[src/design/matrix_multiply_defines.svh]
// Assertion macros for the matrix multiply block.
// Included by the modules that carry concurrent checks; no other dependencies.
`ifndef MATRIX_MULTIPLY_DEFINES_SVH
`define MATRIX_MULTIPLY_DEFINES_SVH

`ifndef SYNTHESIS

// Check gated off while reset is asserted.
`define MM_ASSERT(lbl, clk, rst_n, prop, msg) \
    lbl: assert property (@(posedge clk) disable iff (!(rst_n)) prop) else $error(msg);

// Check that also holds through reset.
`define MM_ASSERT_ALWAYS(lbl, clk, prop, msg) \
    lbl: assert property (@(posedge clk) prop) else $error(msg);

`else

`define MM_ASSERT(lbl, clk, rst_n, prop, msg)
`define MM_ASSERT_ALWAYS(lbl, clk, prop, msg)

`endif

`endif

[src/design/mm_pkg.sv]
// Shared constants, types and helpers for the matrix multiply block.
// Used by mm_ctrl, mm_datapath and matrix_multiply; no dependencies.
`timescale 1ns / 1ps
`default_nettype none

package mm_pkg;

    localparam int MAX_DIM    = 8;
    localparam int DATA_WIDTH = 32;

    // Fixed field widths
    localparam int VALUE_W   = 32;
    localparam int ROWCOL_W  = 3;
    localparam int CFG_W     = 4;
    localparam int CFG_IDX_W = 2;
    localparam int FRAC_W    = 16;

    localparam logic [CFG_IDX_W-1:0] REG_ROWS_A = 2'd0;
    localparam logic [CFG_IDX_W-1:0] REG_INNER  = 2'd1;
    localparam logic [CFG_IDX_W-1:0] REG_COLS_B = 2'd2;
    localparam logic [CFG_W-1:0]     CFG_RESET  = 4'd8;

    // Derived widths
    localparam int DIMC_W    = $clog2(MAX_DIM + 1);
    localparam int IDX_W     = (MAX_DIM > 1) ? $clog2(MAX_DIM) : 1;
    localparam int MEM_DEPTH = MAX_DIM * MAX_DIM;
    localparam int ADDR_W    = (MEM_DEPTH > 1) ? $clog2(MEM_DEPTH) : 1;
    localparam int CNT_W     = $clog2(2 * MEM_DEPTH + 1);
    localparam int ACC_W     = 2 * DATA_WIDTH + $clog2(MAX_DIM);
    localparam int OUT_TDATA_W = ((VALUE_W + 2 * ROWCOL_W + 7) / 8) * 8;

    // Controller to datapath
    typedef struct packed {
        logic              wr_en;
        logic              wr_b;
        logic [ADDR_W-1:0] wr_addr;
        logic              rd_en;
        logic              rd_first;
        logic              rd_last;
        logic [ADDR_W-1:0] rd_a_addr;
        logic [ADDR_W-1:0] rd_b_addr;
        logic              out_load;
        logic [ROWCOL_W-1:0] out_row;
        logic [ROWCOL_W-1:0] out_col;
        logic              out_last;
    } t_dp_cmd;

    // Datapath to controller
    typedef struct packed {
        logic acc_done;
        logic out_free;
    } t_dp_sts;

    // Size register to effective dimension: 0 acts as 1, above MAX_DIM acts as MAX_DIM
    function automatic logic [DIMC_W-1:0] dim_clamp(input logic [CFG_W-1:0] raw);
        logic [DIMC_W-1:0] d;
        if (raw == '0) begin
            d = DIMC_W'(1);
        end else if (int'(raw) > MAX_DIM) begin
            d = DIMC_W'(MAX_DIM);
        end else begin
            d = DIMC_W'(raw);
        end
        return d;
    endfunction

endpackage

`default_nettype wire

[src/design/mm_ctrl.sv]
// Controller: size registers, load counting, MAC sequencing and result hand-off.
// Depends on mm_pkg and matrix_multiply_defines.svh.
`timescale 1ns / 1ps
`default_nettype none
`include "matrix_multiply_defines.svh"

module mm_ctrl
    import mm_pkg::*;
(
    input  wire logic                 i_clk,
    input  wire logic                 i_rst_n,
    input  wire logic                 i_s_tvalid,
    output logic                      o_s_tready,
    input  wire logic                 i_cfg_valid,
    output logic                      o_cfg_ready,
    input  wire logic [CFG_IDX_W-1:0] i_cfg_index,
    input  wire logic [CFG_W-1:0]     i_cfg_data,
    output t_dp_cmd                   o_cmd,
    input  t_dp_sts                   i_sts
);

    localparam logic [1:0] ST_LOAD = 2'd0;
    localparam logic [1:0] ST_MAC  = 2'd1;
    localparam logic [1:0] ST_WAIT = 2'd2;

    logic [1:0]        r_state, n_state;
    logic [CFG_W-1:0]  r_rows_a, r_inner, r_cols_b;
    logic [CNT_W-1:0]  r_load_cnt, n_load_cnt;
    logic [IDX_W-1:0]  r_i, n_i, r_j, n_j, r_k, n_k;
    logic [ADDR_W-1:0] r_a_base, n_a_base, r_a_addr, n_a_addr, r_b_addr, n_b_addr;

    logic [DIMC_W-1:0] w_nr, w_ni, w_nc;
    logic [CNT_W-1:0]  w_na, w_total, w_b_off;
    logic              w_cfg_wr, w_cfg_hit, w_in_acc;
    logic              w_k_last, w_j_last, w_i_last;

    assign w_nr    = dim_clamp(r_rows_a);
    assign w_ni    = dim_clamp(r_inner);
    assign w_nc    = dim_clamp(r_cols_b);
    assign w_na    = CNT_W'(w_nr) * CNT_W'(w_ni);
    assign w_total = w_na + CNT_W'(w_ni) * CNT_W'(w_nc);
    assign w_b_off = r_load_cnt - w_na;

    assign o_cfg_ready = 1'b1;
    assign w_cfg_wr    = i_cfg_valid && o_cfg_ready;
    assign w_cfg_hit   = w_cfg_wr && (i_cfg_index == REG_ROWS_A || i_cfg_index == REG_INNER ||
                                      i_cfg_index == REG_COLS_B);

    assign o_s_tready = (r_state == ST_LOAD);
    assign w_in_acc   = i_s_tvalid && o_s_tready;

    assign w_k_last = (DIMC_W'(r_k) + DIMC_W'(1)) == w_ni;
    assign w_j_last = (DIMC_W'(r_j) + DIMC_W'(1)) == w_nc;
    assign w_i_last = (DIMC_W'(r_i) + DIMC_W'(1)) == w_nr;

    always_comb begin
        n_state    = r_state;
        n_load_cnt = r_load_cnt;
        n_i        = r_i;
        n_j        = r_j;
        n_k        = r_k;
        n_a_base   = r_a_base;
        n_a_addr   = r_a_addr;
        n_b_addr   = r_b_addr;
        o_cmd      = '0;
        o_cmd.rd_a_addr = r_a_addr;
        o_cmd.rd_b_addr = r_b_addr;
        o_cmd.out_row   = ROWCOL_W'(r_i);
        o_cmd.out_col   = ROWCOL_W'(r_j);
        o_cmd.out_last  = w_i_last && w_j_last;

        case (r_state)
            ST_LOAD: begin
                o_cmd.wr_b    = (r_load_cnt >= w_na);
                o_cmd.wr_addr = o_cmd.wr_b ? w_b_off[ADDR_W-1:0] : r_load_cnt[ADDR_W-1:0];
                if (w_in_acc) begin
                    o_cmd.wr_en = 1'b1;
                    if (r_load_cnt + CNT_W'(1) == w_total) begin
                        n_load_cnt = '0;
                        n_state    = ST_MAC;
                        n_i        = '0;
                        n_j        = '0;
                        n_k        = '0;
                        n_a_base   = '0;
                        n_a_addr   = '0;
                        n_b_addr   = '0;
                    end else begin
                        n_load_cnt = r_load_cnt + CNT_W'(1);
                    end
                end
            end
            ST_MAC: begin
                o_cmd.rd_en    = 1'b1;
                o_cmd.rd_first = (r_k == '0);
                o_cmd.rd_last  = w_k_last;
                if (w_k_last) begin
                    n_k     = '0;
                    n_state = ST_WAIT;
                end else begin
                    n_k      = r_k + IDX_W'(1);
                    n_a_addr = r_a_addr + ADDR_W'(1);
                    n_b_addr = r_b_addr + ADDR_W'(w_nc);
                end
            end
            ST_WAIT: begin
                if (i_sts.acc_done && i_sts.out_free) begin
                    o_cmd.out_load = 1'b1;
                    if (w_i_last && w_j_last) begin
                        n_state = ST_LOAD;
                    end else if (w_j_last) begin
                        n_j      = '0;
                        n_i      = r_i + IDX_W'(1);
                        n_a_base = r_a_base + ADDR_W'(w_ni);
                        n_a_addr = r_a_base + ADDR_W'(w_ni);
                        n_b_addr = '0;
                        n_state  = ST_MAC;
                    end else begin
                        n_j      = r_j + IDX_W'(1);
                        n_a_addr = r_a_base;
                        n_b_addr = ADDR_W'(r_j) + ADDR_W'(1);
                        n_state  = ST_MAC;
                    end
                end
            end
            default: begin
                n_state = ST_LOAD;
            end
        endcase

        // a size write aborts a partial load
        if (w_cfg_hit) begin
            n_load_cnt = '0;
        end
    end

    always_ff @(posedge i_clk) begin
        if (!i_rst_n) begin
            r_state    <= ST_LOAD;
            r_load_cnt <= '0;
            r_rows_a   <= CFG_RESET;
            r_inner    <= CFG_RESET;
            r_cols_b   <= CFG_RESET;
        end else begin
            r_state    <= n_state;
            r_load_cnt <= n_load_cnt;
            if (w_cfg_wr) begin
                case (i_cfg_index)
                    REG_ROWS_A: r_rows_a <= i_cfg_data;
                    REG_INNER:  r_inner  <= i_cfg_data;
                    REG_COLS_B: r_cols_b <= i_cfg_data;
                    default:    ;
                endcase
            end
        end
    end

    always_ff @(posedge i_clk) begin
        r_i      <= n_i;
        r_j      <= n_j;
        r_k      <= n_k;
        r_a_base <= n_a_base;
        r_a_addr <= n_a_addr;
        r_b_addr <= n_b_addr;
    end

    `MM_ASSERT(a_mac_k_range, i_clk, i_rst_n, (r_state == ST_MAC) |-> (DIMC_W'(r_k) < w_ni), "k beyond inner dimension")
    `MM_ASSERT(a_out_load_ok, i_clk, i_rst_n, o_cmd.out_load |-> (i_sts.acc_done && i_sts.out_free), "result loaded before it was ready")
    `MM_ASSERT(a_last_to_load, i_clk, i_rst_n, (o_cmd.out_load && o_cmd.out_last) |=> (r_state == ST_LOAD && r_load_cnt == '0), "final element did not return to load")

endmodule

`default_nettype wire

[config.mk]
export PLATFORM = sky130hd
export DESIGN_NAME = mm_ctrl
export DESIGN_NICKNAME = d
export VERILOG_FILES = /design/src/design/mm_pkg.sv /design/src/design/mm_ctrl.sv
export VERILOG_INCLUDE_DIRS = /design/src /design/src/design
export SDC_FILE = /design/constraint.sdc
export NUM_CORES = 1
export LEC_CHECK = 0
export BUFFER_PORTS_ARGS = -buffer_cell sky130_fd_sc_hd__buf_2
export CAP_MARGIN = 20
export CORE_MARGIN = 3
export CORE_UTILIZATION = 55
export DETAILED_ROUTE_END_ITERATION = 10
export HOLD_SLACK_MARGIN = 0.05
export PLACE_DENSITY = 0.75
export SLEW_MARGIN = 30
export SYNTH_ARGS = -nofsm -noshare
export SYNTH_HDL_FRONTEND = slang
export SYNTH_SLANG_ARGS = --single-unit
[constraint.sdc]
create_clock -name i_clk -period 8.2 [get_ports i_clk]
set_clock_uncertainty 0.15 [all_clocks]
set_input_delay 0.82 -clock i_clk [delete_from_list [all_inputs] [get_ports i_clk]]
set_output_delay 0.82 -clock i_clk [all_outputs]
set_load 0.02 [all_outputs]
Yosys cells after proc, flatten, opt, wreduce, memory -nomap -nowiden
Cells that the tools add are included.
- logic and storage cells: 115
- register bits: 49
- input bits: 12
- eq/ne operators: 15
- $mul: 2
- $add $sub $neg: 13
- $lt $le $gt $ge: 4
- reductions and logical operators: 25
- mux-type cells: 44
- bitwise operators: 1
- operators with widths (cell ; number):
    $mux W6 ; 10
    $pmux W6 S3 ; 2
    $mux W3 ; 10
    $mux W4 ; 7
    $pmux W3 S2 ; 3
    $add A3 B1 Y4 const B ; 4
    $mul A4 B4 Y8 ; 2
    $mux W8 ; 2
    $add A6 B4 Y6 ; 2
    $eq A4 B4 Y1 ; 3
    $gt A4 B4 Y1 const B ; 3
    $logic_not A4 Y1 ; 3
    $pmux W6 S2 ; 1
    $reduce_and A6 Y1 ; 2
    $ne A2 B2 Y1 const B ; 5
    $add A3 B1 Y3 const B ; 3
    $add A8 B1 Y8 const B ; 1
    $add A8 B8 Y8 ; 1
    $eq A8 B8 Y1 ; 1
    $ge A8 B8 Y1 ; 1
    $mux W2 ; 4
    $reduce_and A2 Y1 ; 4
    $add A6 B1 Y6 const B ; 1
    $pmux W2 S3 ; 1
    16 further kinds ; 28

Longest topological paths before layout
Gate-level depths: netlist of run 1.
- depth in word-level cells: 9
- depth in mapped cells: 23
- gate-level depth less buffers: 20

Worst setup path before layout of run 1
Ideal clock, no wire load.
- path type: register -> register
- start: register r_inner[3]
- end: register r_a_addr[0] (enable)
- data arrival time: 5.712 ns
- path buffers: 2
- slack: 1.959 ns
- stages on the path, launching flop included: 23
- period minus slack after synthesis: 6.241 ns
- data required time: 7.670 ns
- path through: dfxtp_1 > inv_1 > clkbuf_1 > nand2_1 > nor2_1 > fa_1 > inv_1 > fa_1 > inv_1 > fa_1 > a21oi_1 > nor2_1 > nor2_1 > xnor2_1 > fa_1 > ha_1 > xnor2_1 > xnor2_2 > xnor2_1 > or4_4 > buf_6 > o31a_1 > a2111oi_4
- cells in the longest elaborated chain, start to end: 8
- elaborated cells on any way between the ends: 12
- those cells by class: add/sub: 1; mul: 2; order compare: 1; eq/ne: 4; mux: 2; reduce/logical: 2
- RTL lines (element ; RTL line ; text):
    start: declaration ; mm_ctrl.sv:27 ; logic [CFG_W-1:0] r_rows_a, r_inner, r_cols_b;
    start signal: assignment ; mm_ctrl.sv:149 ; REG_INNER: r_inner <= i_cfg_data;
    $gt A4 B4 Y1 ; mm_pkg.sv:59 ; end else if (int'(raw) > MAX_DIM) begin
    $mux W4 ; mm_pkg.sv:59 ;
    $mux W4 (*) ; mm_pkg.sv:57 ; if (raw == '0) begin
    $mul A4 B4 Y8 (on tied branches) ; mm_ctrl.sv:40, mm_ctrl.sv:41 ;
    $add A8 B8 Y8 ; mm_ctrl.sv:41 ; assign w_total = w_na + CNT_W'(w_ni) * CNT_W'(w_nc);
    $eq A8 B8 Y1 ; mm_ctrl.sv:78 ; if (r_load_cnt + CNT_W'(1) == w_total) begin
    $ne A2 B1 Y1 (no line) ; - ;
    $reduce_and A6 Y1 (no line) (*) ; - ;
    end signal: assignment ; mm_ctrl.sv:162 ; r_a_addr <= n_a_addr;
    end: declaration ; mm_ctrl.sv:30 ; logic [ADDR_W-1:0] r_a_base, n_a_base, r_a_addr, n_a_addr, r_b_addr, n_b_addr;
Mark *: on every way between the ends. The rest lies on a longest branch, timed or not.
A chain may end at the register's enable or synchronous reset.

Worst setup path after layout of run 1
- start: register r_inner[3]
- end: register r_a_addr[1] (enable)
Same word-level chain as after synthesis.

==> qor.yml, run 1 <==
run_status: "completed"
syn_area_per_cell_um2: 8.88
grt_start_max_net_pins: 19
remaining_drcs: 0
report.final.setup_viol: 0
layout_worst_path_cycle_share: 0.827
cts_hold_buffers: 0
clkTransAtPathRegs_ns: 0.09
power_density_nw_per_um2: 137
finalWeightedCongestion: 0.924
mostFrequentLayoutCells: "sky130_fd_sc_hd__ha_1 (53), sky130_fd_sc_hd__nor2_1 (49), sky130_fd_sc_hd__inv_1 (45), sky130_fd_sc_hd__buf_2 (43), sky130_fd_sc_hd__nand2_1 (35)"
dpl_cell_area_um2: 5060
vias_in_the_first_global_route: 4078
core.rowCount: 33
vias_per_cell: 5.99
ios: 45
cts_tree: "done"
coreArea_um2: 8340
dr_total_vias: 4060
die_area_um2: 9880
drt_iter0_drcs: 219
relSlewSlack: 0.423
hpwl_mm: 9.12
grt_pass1_wl_mm: 19.5
total_leakage_power_nw: 2.26
synth_edf_count: 27
cp-end-kind: "flop"
totalNegativeSetupSlack_ns: 0
netlist-cell-type-count: 67
final-max-slew-violation-count: 0
cp.required_ns: 7.99
areaGrowthSynthToFinish_pct: 7.28
synth-seq-area-share: 0.261
yosysWarningCount: 0
insertion_delay_ns: 0.30
share_of_cells_above_drive_strength_1: 0.113
insertedDiodeCount: 0
finalHoldViolations: 0
synth_flop_cell: "sky130_fd_sc_hd__edfxtp_1"
netlist_area_um2: 4800
postSynthRegisterBits: 49
post_layout_nonfiller_instances: 678
h_tree_levels: 2
n_fill_cell: 752
die_width_um: 99.4
grt_util_all_layers: 0.244
max_freq_ghz: 0.147
grt_setup_unrepaired: "no"
firstDrtPassIters: 5
post-cts-setup-buffers: 0
dieHeight_um: 99.4
synth-async-reset-ratio: 0
root_buffer: "sky130_fd_sc_hd__clkbuf_8"
antenna_found_initial: 0
hold_path.class: "reg2reg"
cp.arrival_ns: 6.58
tritoncts.num_buffers: 5
timing_worst_slew_pin_value_ns: 0.865
num-nets-final: 653
cts_resized: 0
route.final.wire_length_mm: 11.5
worst_voltage_drop_across_the_vdd_grid_mv: 0.112
syn_inst: 540
timing.critical_path.fanout_max: 17
drv_cap: 0
initial_utilization: 0.575
timing.critical_path.from_type: "flop"
period_minus_slack_ns: 6.78
max-clock-path-buffers: 2
routed_wire_length_per_instance_um: 17.0
globalRouteOverflowTotal: 0
rrSetupSlack_ns: 1.42
antenna_left: 0
layout_commonest_cell: "sky130_fd_sc_hd__ha_1"
portBuffers: 43
worstSetupPathType: "reg2reg"
synthesis.nets: 621
dp.cells: 670
post-route-cell-area_um2: 5140
number_of_clock_sinks_seen_by_cts: 49
-- state kept, by name, indices dropped and copies added, names as in the netlist --
name,count
r_b_addr,6
r_a_addr,6
r_j,3
r_inner,4
r_load_cnt,8
r_a_base,6
r_state,2
r_cols_b,4
r_i,3
r_rows_a,4
r_k,3
-- synthesized netlist by cell type (16+ instances only) --
master                     count  area share
sky130_fd_sc_hd__o21ai_0      16       0.017
sky130_fd_sc_hd__fa_1         16       0.067
sky130_fd_sc_hd__edfxtp_1     27        0.17
sky130_fd_sc_hd__inv_1        45       0.035
sky130_fd_sc_hd__a21oi_1      25       0.026
sky130_fd_sc_hd__xnor2_1      26       0.047
sky130_fd_sc_hd__nor2b_1      18       0.023
sky130_fd_sc_hd__nand2_1      35       0.027
sky130_fd_sc_hd__dfxtp_1      22       0.092
sky130_fd_sc_hd__nand3_1      17       0.018
sky130_fd_sc_hd__nor2_1       49       0.038
sky130_fd_sc_hd__ha_1         53        0.14
-- power breakdown --
group | total, W | switching (W) | internal [W]
sequential | 0.000313 | 0.0000244 | 0.000288
combinational | 0.000249 | 0.000160 | 0.0000883
clock | 0.000144 | 0.0000842 | 0.0000603
-- critical path: stages (launching register included) --
cell	delay, ns
sky130_fd_sc_hd__dfxtp_1	0.49
sky130_fd_sc_hd__inv_1	0.24
sky130_fd_sc_hd__nand2_1	0.24
sky130_fd_sc_hd__nor2_1	0.11
sky130_fd_sc_hd__fa_1	0.51
sky130_fd_sc_hd__inv_1	0.05
sky130_fd_sc_hd__fa_1	0.52
sky130_fd_sc_hd__inv_1	0.07
sky130_fd_sc_hd__fa_1	0.46
sky130_fd_sc_hd__a21oi_1	0.16
sky130_fd_sc_hd__nor2_1	0.05
sky130_fd_sc_hd__nor2_1	0.11
sky130_fd_sc_hd__xnor2_1	0.18
sky130_fd_sc_hd__fa_1	0.47
sky130_fd_sc_hd__ha_1	0.35
sky130_fd_sc_hd__xnor2_1	0.24
sky130_fd_sc_hd__xnor2_2	0.14
sky130_fd_sc_hd__xnor2_1	0.08
sky130_fd_sc_hd__or4_4	0.64
sky130_fd_sc_hd__o31a_1	0.34
sky130_fd_sc_hd__a2111oi_4	0.82
-- path summary, 6_finish.rpt --
check,start,end,cells after the start
setup reg to reg,r_inner[3]$_SDFFE_PN1P_,r_a_addr[1]$_DFFE_PP_,20
setup / recovery,r_inner[3]$_SDFFE_PN1P_,r_a_addr[1]$_DFFE_PP_,20
hold / removal,r_rows_a[0]$_SDFFE_PN0P_,r_rows_a[0]$_SDFFE_PN0P_,2
hold reg to reg,r_rows_a[0]$_SDFFE_PN0P_,r_rows_a[0]$_SDFFE_PN0P_,2
-- metal layers --
layer | vias up | part of all wire | global-route usage
li1 | 1958 | - | -
met1 | 1977 | 0.45 | 0.313
met2 | 106 | 0.49 | 0.431
met3 | 19 | 0.042 | 0.0302
met4 | 0 | 0.020 | 0.0693
met5 | - | 0 | 0
-- through the flow --
stage / setup WS (ns) / utilization / total power [W] / hold slack, ns
finish: 1.42 / 0.617 / 0.000706 / 0.406
global placement: 1.63 / 0.606 / 0.000559 / 0.372
detailed placement: 1.49 / 0.606 / 0.000565 / 0.402
global route: 1.09 / 0.617 / 0.000746 / 0.449
CTS: 1.43 / 0.617 / 0.000709 / 0.417
floorplan: 1.96 / - / 0.000498 / 0.333
-- cell type report --
type | count | area, µm² | share of cell area
clock inverter | 2 | 15.0 | 0.00292
clock buffer | 6 | 72.6 | 0.0141
timing repair buffer | 43 | 215 | 0.0418
tap | 105 | 131 | 0.0255
sequential | 49 | 1250 | 0.243
inverter | 47 | 176 | 0.0343
multi-input combinational | 426 | 3280 | 0.638
-- cell families (layout without fill, tap and decap cells) --
logic type,count (synthesis),in the layout,synth area share
buf+inv,65,98,0.0545
flops,49,49,0.261
fa+ha+maj,69,69,0.205
xor+xnor,45,45,0.0897
simple gates,183,183,0.196
mux,12,12,0.0253
compound gates,116,116,0.168
other cells,1,1,0.000782
Note: power is estimated with default switching activity, not from simulation.
==> run 2: changes to the inputs <==
- PLACE_DENSITY: 0.75 -> 0.78
- clock period: 8.2 -> 6.2 ns (I/O delays scaled with it)
==> run 2 against run 1 <==
Effect of this change: combinational power is 40% higher; count of clock-buffer cells in the layout stayed put; first-iteration DRC count is 58% higher; sequential share of layout area is 0.83 points lower; critical endpoint is now r_b_addr[3]$_DFFE_PP_; maximum frequency is 15% higher; highest routed layer unchanged; flip-flop and latch count stayed put; register-to-register slack worse by 1.1 ns; largest cell class unchanged.
==> qor.yml, run 2 (synthesized netlist as in run 1, its figures left out) <==
run_status: "completed"
clkTransAtPathRegs_ns: 0.09
globalRouteOverflowTotal: 0
cts_hold_buffers: 0
share_of_cells_above_drive_strength_1: 0.145
post-route-util: 0.640
reg2reg_from: "r_rows_a[1]$_SDFFE_PN0P_"
max_freq_ghz: 0.170
drt_iter0_drcs: 345
final-max-slew-violation-count: 0
antenna_found_initial: 0
report.final.setup_viol: 0
relSlewSlack: 0.480
cp.arrival_ns: 5.74
crit_path_cell_trace: "nor2_1, o21bai_1, nor2_1, fa_1, inv_1, fa_1, inv_1, fa_1, a21oi_1, nor2_1, nor2_1, xnor2_1, fa_1, ha_4, xnor2_2, xnor2_2, xnor2_1, or4_4, o31a_1, a2111oi_4, buf_4"
hpwl_mm: 9.15
pre_cts_ws_ns: 0.124
layout_commonest_cell: "sky130_fd_sc_hd__ha_1"
max_ffs_per_register: 8
coreArea_um2: 8340
tritoncts.num_buffers: 5
areaGrowthSynthToFinish_pct: 11.3
h_tree_levels: 2
timing.hold.ws_ns: 0.395
crit_path_start: "r_rows_a[1]$_SDFFE_PN0P_"
largest-register: "r_load_cnt"
grt_start_max_net_pins: 19
vias_in_the_first_global_route: 4148
worst_voltage_drop_across_the_vdd_grid_mv: 0.209
core.rowCount: 33
timing.critical_path.from_type: "flop"
cts_tree: "done"
cp.required_ns: 6.07
insertion_delay_ns: 0.30
power_density_nw_per_um2: 190
die_width_um: 99.4
finalWeightedCongestion: 0.963
route.final.wire_length_mm: 11.5
totalNegativeSetupSlack_ns: 0
worstSetupPathType: "reg2reg"
total_leakage_power_nw: 2.36
drv_cap: 0
antenna_left: 0
vias_per_cell: 5.88
die_area_um2: 9880
mostFrequentLayoutCells: "sky130_fd_sc_hd__ha_1 (52), sky130_fd_sc_hd__nor2_1 (49), sky130_fd_sc_hd__inv_1 (45), sky130_fd_sc_hd__buf_2 (43), sky130_fd_sc_hd__nand2_1 (35)"
dr_total_vias: 4072
post-cts-setup-buffers: 0
layout_worst_path_cycle_share: 0.947
n_fill_cell: 726
timing.final.ws_setup_ns: 0.327
timing.critical_path.fanout_max: 6
rrSetupSlack_ns: 0.33
remaining_drcs: 0
insertedDiodeCount: 0
routed_wire_length_per_instance_um: 16.6
initial_utilization: 0.575
num-nets-final: 667
finalHoldViolations: 0
crit_slowest_cell: "sky130_fd_sc_hd__fa_1"
hold_path.class: "reg2reg"
firstDrtPassIters: 5
timing_worst_slew_pin_value_ns: 0.778
ios: 45
holdCritStartpoint: "r_rows_a[0]$_SDFFE_PN0P_"
cp-end-kind: "flop"
period_minus_slack_ns: 5.87
grt_util_all_layers: 0.244
root_buffer: "sky130_fd_sc_hd__clkbuf_8"
portBuffers: 43
grt_setup_unrepaired: "no"
number_of_clock_sinks_seen_by_cts: 49
max-clock-path-buffers: 2
cp_slowest_stage_delay_ns: 0.54
dieHeight_um: 99.4
grt_pass1_wl_mm: 19.5
[run 2: cell type report]
cell class	instances	area, µm²	share of cell area
multi-input cells	426	3320	0.623
inverters	47	176	0.0331
clock buffers	6	93.8	0.0176
well taps	105	131	0.0246
repair buffers	57	324	0.0607
clock inverters	2	35.0	0.00656
flip-flops and latches	49	1250	0.235
[run 2: critical path, delay by kind of cell, from the launching register on]
| kind | cells | cell delay, ns |
|---|---|---|
| simple gates | 5 | 0.85 |
| compound gates | 4 | 0.94 |
| flops | 1 | 0.37 |
| buf+inv | 3 | 0.36 |
| xor+xnor | 4 | 0.59 |
| fa+ha+maj | 5 | 2.32 |
[run 2: power by group]
| group | switching (W) | internal (W) |
|---|---|---|
| clock network | 0.000107 | 0.000144 |
| logic | 0.000219 | 0.000130 |
| registers | 0.0000322 | 0.000381 |
| total | 0.000358 | 0.000655 |
[run 2: worst paths after layout]
path                                    to  cells past startpoint
setup reg to reg     r_b_addr[3]$_DFFE_PP_                     21
hold reg to reg   r_rows_a[0]$_SDFFE_PN0P_                      2
setup / recovery     r_b_addr[3]$_DFFE_PP_                     21
hold / removal    r_rows_a[0]$_SDFFE_PN0P_                      2
[run 2: through the flow]
step | instance area [µm²] | cells | total power (W)
6_report | 5340 | 692 | 0.00101
5_1_grt | 5340 | 692 | 0.00106
4_1_cts | 5280 | 691 | 0.00100
3_5_place_dp | 5150 | 683 | 0.000754
3_3_place_gp | 5150 | 683 | 0.000745
2_1_floorplan | 4800 | 540 | 0.000658
[run 2: repair_timing]
item	in CTS	in global routing
endpoints found under the hold margin	0	0
gates resized for setup	0	9
endpoints found under the setup margin	0	27
[run 2: routing by layer]
layer	global-route usage	vias to the layer above	routed length (µm)
li1	-	1982	-
met1	0.307	1978	4930
met2	0.439	97	5830
met3	0.0288	15	522
met4	0.0746	0	224
met5	0	-	0
==> run 3: changes to the inputs <==
- PLACE_DENSITY: 0.78 -> 0.89
==> run 3 against run 2 <==
Effect of this change: maximum frequency down 1.5%; register-to-register slack lost 0.09 ns; critical path depth decreased by 1; flip-flop and latch count unchanged; largest cell class unchanged; non-clock buffer count shrank 3.
==> qor.yml, run 3 (synthesized netlist as in run 1, its figures left out) <==
run_status: "completed"
total_leakage_power_nw: 2.35
core.rowCount: 33
seq_power_share: 0.413
finalWeightedCongestion: 0.869
timing.final.ws_setup_ns: 0.240
relSlewSlack: 0.484
final-max-slew-violation-count: 0
finalHoldViolations: 0
post-cts-setup-buffers: 0
crit_path_start: "r_rows_a[3]$_SDFFE_PN1P_"
insertion_delay_ns: 0.30
route.final.wire_length_mm: 11.9
max-clock-path-buffers: 2
clkTransAtPathRegs_ns: 0.09
worst_voltage_drop_across_the_vdd_grid_mv: 0.200
remaining_drcs: 0
tritoncts.num_buffers: 5
routed_wire_length_per_instance_um: 17.3
die_area_um2: 9880
dieHeight_um: 99.4
largest-register: "r_load_cnt"
num-nets-final: 664
initial_utilization: 0.575
timing.critical_path.from_type: "flop"
grt_pass1_wl_mm: 20.1
post-route-cell-area_um2: 5290
timing.critical_path.fanout_max: 13
cellInternalPower_w: 0.000641
share_of_cells_above_drive_strength_1: 0.139
worstSetupPathType: "reg2reg"
antenna_left: 0
root_buffer: "sky130_fd_sc_hd__clkbuf_8"
max_ffs_per_register: 8
hpwl_mm: 9.40
grt_start_max_net_pins: 19
cp-end-kind: "flop"
layout_worst_path_cycle_share: 0.961
globalRouteOverflowTotal: 0
max_freq_ghz: 0.168
reg2reg_from: "r_rows_a[3]$_SDFFE_PN1P_"
drv_cap: 0
vias_in_the_first_global_route: 4317
timing.critical_path.to: "r_b_addr[2]$_DFFE_PP_"
switching_share_of_power: 0.362
power.share.combinational: 0.349
power_density_nw_per_um2: 190
ios: 45
cp.required_ns: 6.07
rrSetupSlack_ns: 0.24
total_switching_power_w: 0.000363
firstDrtPassIters: 5
coreArea_um2: 8340
vias_per_cell: 6.10
report.final.setup_viol: 0
number_of_clock_sinks_seen_by_cts: 49
drt_iter0_drcs: 384
totalNegativeSetupSlack_ns: 0
cts_tree: "done"
antenna_found_initial: 0
h_tree_levels: 2
insertedDiodeCount: 0
areaGrowthSynthToFinish_pct: 10.2
clkPwrFrac: 0.238
post-route-util: 0.634
timing_worst_slew_pin_value_ns: 0.772
portBuffers: 43
period_minus_slack_ns: 5.96
mostFrequentLayoutCells: "sky130_fd_sc_hd__ha_1 (53), sky130_fd_sc_hd__nor2_1 (49), sky130_fd_sc_hd__inv_1 (45), sky130_fd_sc_hd__buf_2 (43), sky130_fd_sc_hd__nand2_1 (35)"
pre_cts_ws_ns: 0.0521
hold_path.class: "reg2reg"
die_width_um: 99.4
dr_total_vias: 4204
dpl_cell_area_um2: 5130
rr_worst_depth: 20
cp.arrival_ns: 5.83
reg_to_reg_endpoint: "r_b_addr[2]$_DFFE_PP_"
grt_util_all_layers: 0.249
layout_commonest_cell: "sky130_fd_sc_hd__ha_1"
==> run 3: final cells by class <==
class                   count  area [µm²]
well taps                 105         131
flip-flops and latches     49        1250
inverters                  47         176
clock inverters             2        36.3
fillers                   658        3050
repair buffers             54         302
multi-input cells         426        3300
clock buffers               6        82.6
==> run 3: stage by stage <==
stage / hold slack, ns / power, W / cells
after detailed placement: 0.368 / 0.000754 / 680
after floorplan: 0.333 / 0.000658 / 540
final: 0.386 / 0.00100 / 689
after global routing: 0.426 / 0.00105 / 689
after global placement: 0.371 / 0.000741 / 680
after CTS: 0.387 / 0.000990 / 688
==> run 3: per-layer routing <==
layer,global-route usage,part of all wire
met4,0.0914,0.033
met5,0,0
met1,0.303,0.38
met3,0.0281,0.074
met2,0.450,0.51
==> run 3: power by group through the flow <==
stage                     registers, W  clock network, W  logic, W
final                         0.000414          0.000239  0.000350
after CTS                     0.000413          0.000240  0.000337
after detailed placement      0.000420                 0  0.000334
after global placement        0.000419                 0  0.000322
after global routing          0.000419          0.000251  0.000382
after floorplan               0.000440                 0  0.000218
==> run 3: critical path, stage by stage, from the launching register on <==
cell and delay (ns):
sky130_fd_sc_hd__dfxtp_2 0.44, sky130_fd_sc_hd__o21bai_1 0.16, sky130_fd_sc_hd__nor2_1 0.09, sky130_fd_sc_hd__fa_1 0.53
sky130_fd_sc_hd__inv_1 0.06, sky130_fd_sc_hd__fa_1 0.53, sky130_fd_sc_hd__inv_1 0.07, sky130_fd_sc_hd__fa_1 0.46
sky130_fd_sc_hd__a21oi_1 0.17, sky130_fd_sc_hd__nor2_1 0.06, sky130_fd_sc_hd__nor2_1 0.15, sky130_fd_sc_hd__xnor2_1 0.18
sky130_fd_sc_hd__fa_1 0.46, sky130_fd_sc_hd__ha_1 0.37, sky130_fd_sc_hd__xnor2_2 0.17, sky130_fd_sc_hd__xnor2_2 0.15
sky130_fd_sc_hd__xnor2_1 0.13, sky130_fd_sc_hd__or4_4 0.52, sky130_fd_sc_hd__o31a_1 0.33, sky130_fd_sc_hd__a2111oi_4 0.27
sky130_fd_sc_hd__buf_4 0.23
==> run 3: repair_timing <==
item	in CTS	in global routing
gates resized for setup	0	8
endpoints found under the setup margin	0	28
hold buffers	0	0
==> run 3: how the worst min path moves through the flow <==
stage	start	to	slack (ns)	depth (start not counted)
after global placement	r_rows_a[0]$_SDFFE_PN0P_	r_rows_a[0]$_SDFFE_PN0P_	0.37	2
after floorplan	r_rows_a[0]$_SDFFE_PN0P_	r_rows_a[0]$_SDFFE_PN0P_	0.33	2
after CTS	r_rows_a[0]$_SDFFE_PN0P_	r_rows_a[0]$_SDFFE_PN0P_	0.39	2
after detailed placement	r_rows_a[0]$_SDFFE_PN0P_	r_rows_a[0]$_SDFFE_PN0P_	0.37	2
after global routing	i_cfg_data[3]	r_cols_b[3]$_SDFFE_PN1P_	0.43	3
final	r_rows_a[0]$_SDFFE_PN0P_	r_rows_a[0]$_SDFFE_PN0P_	0.39	2
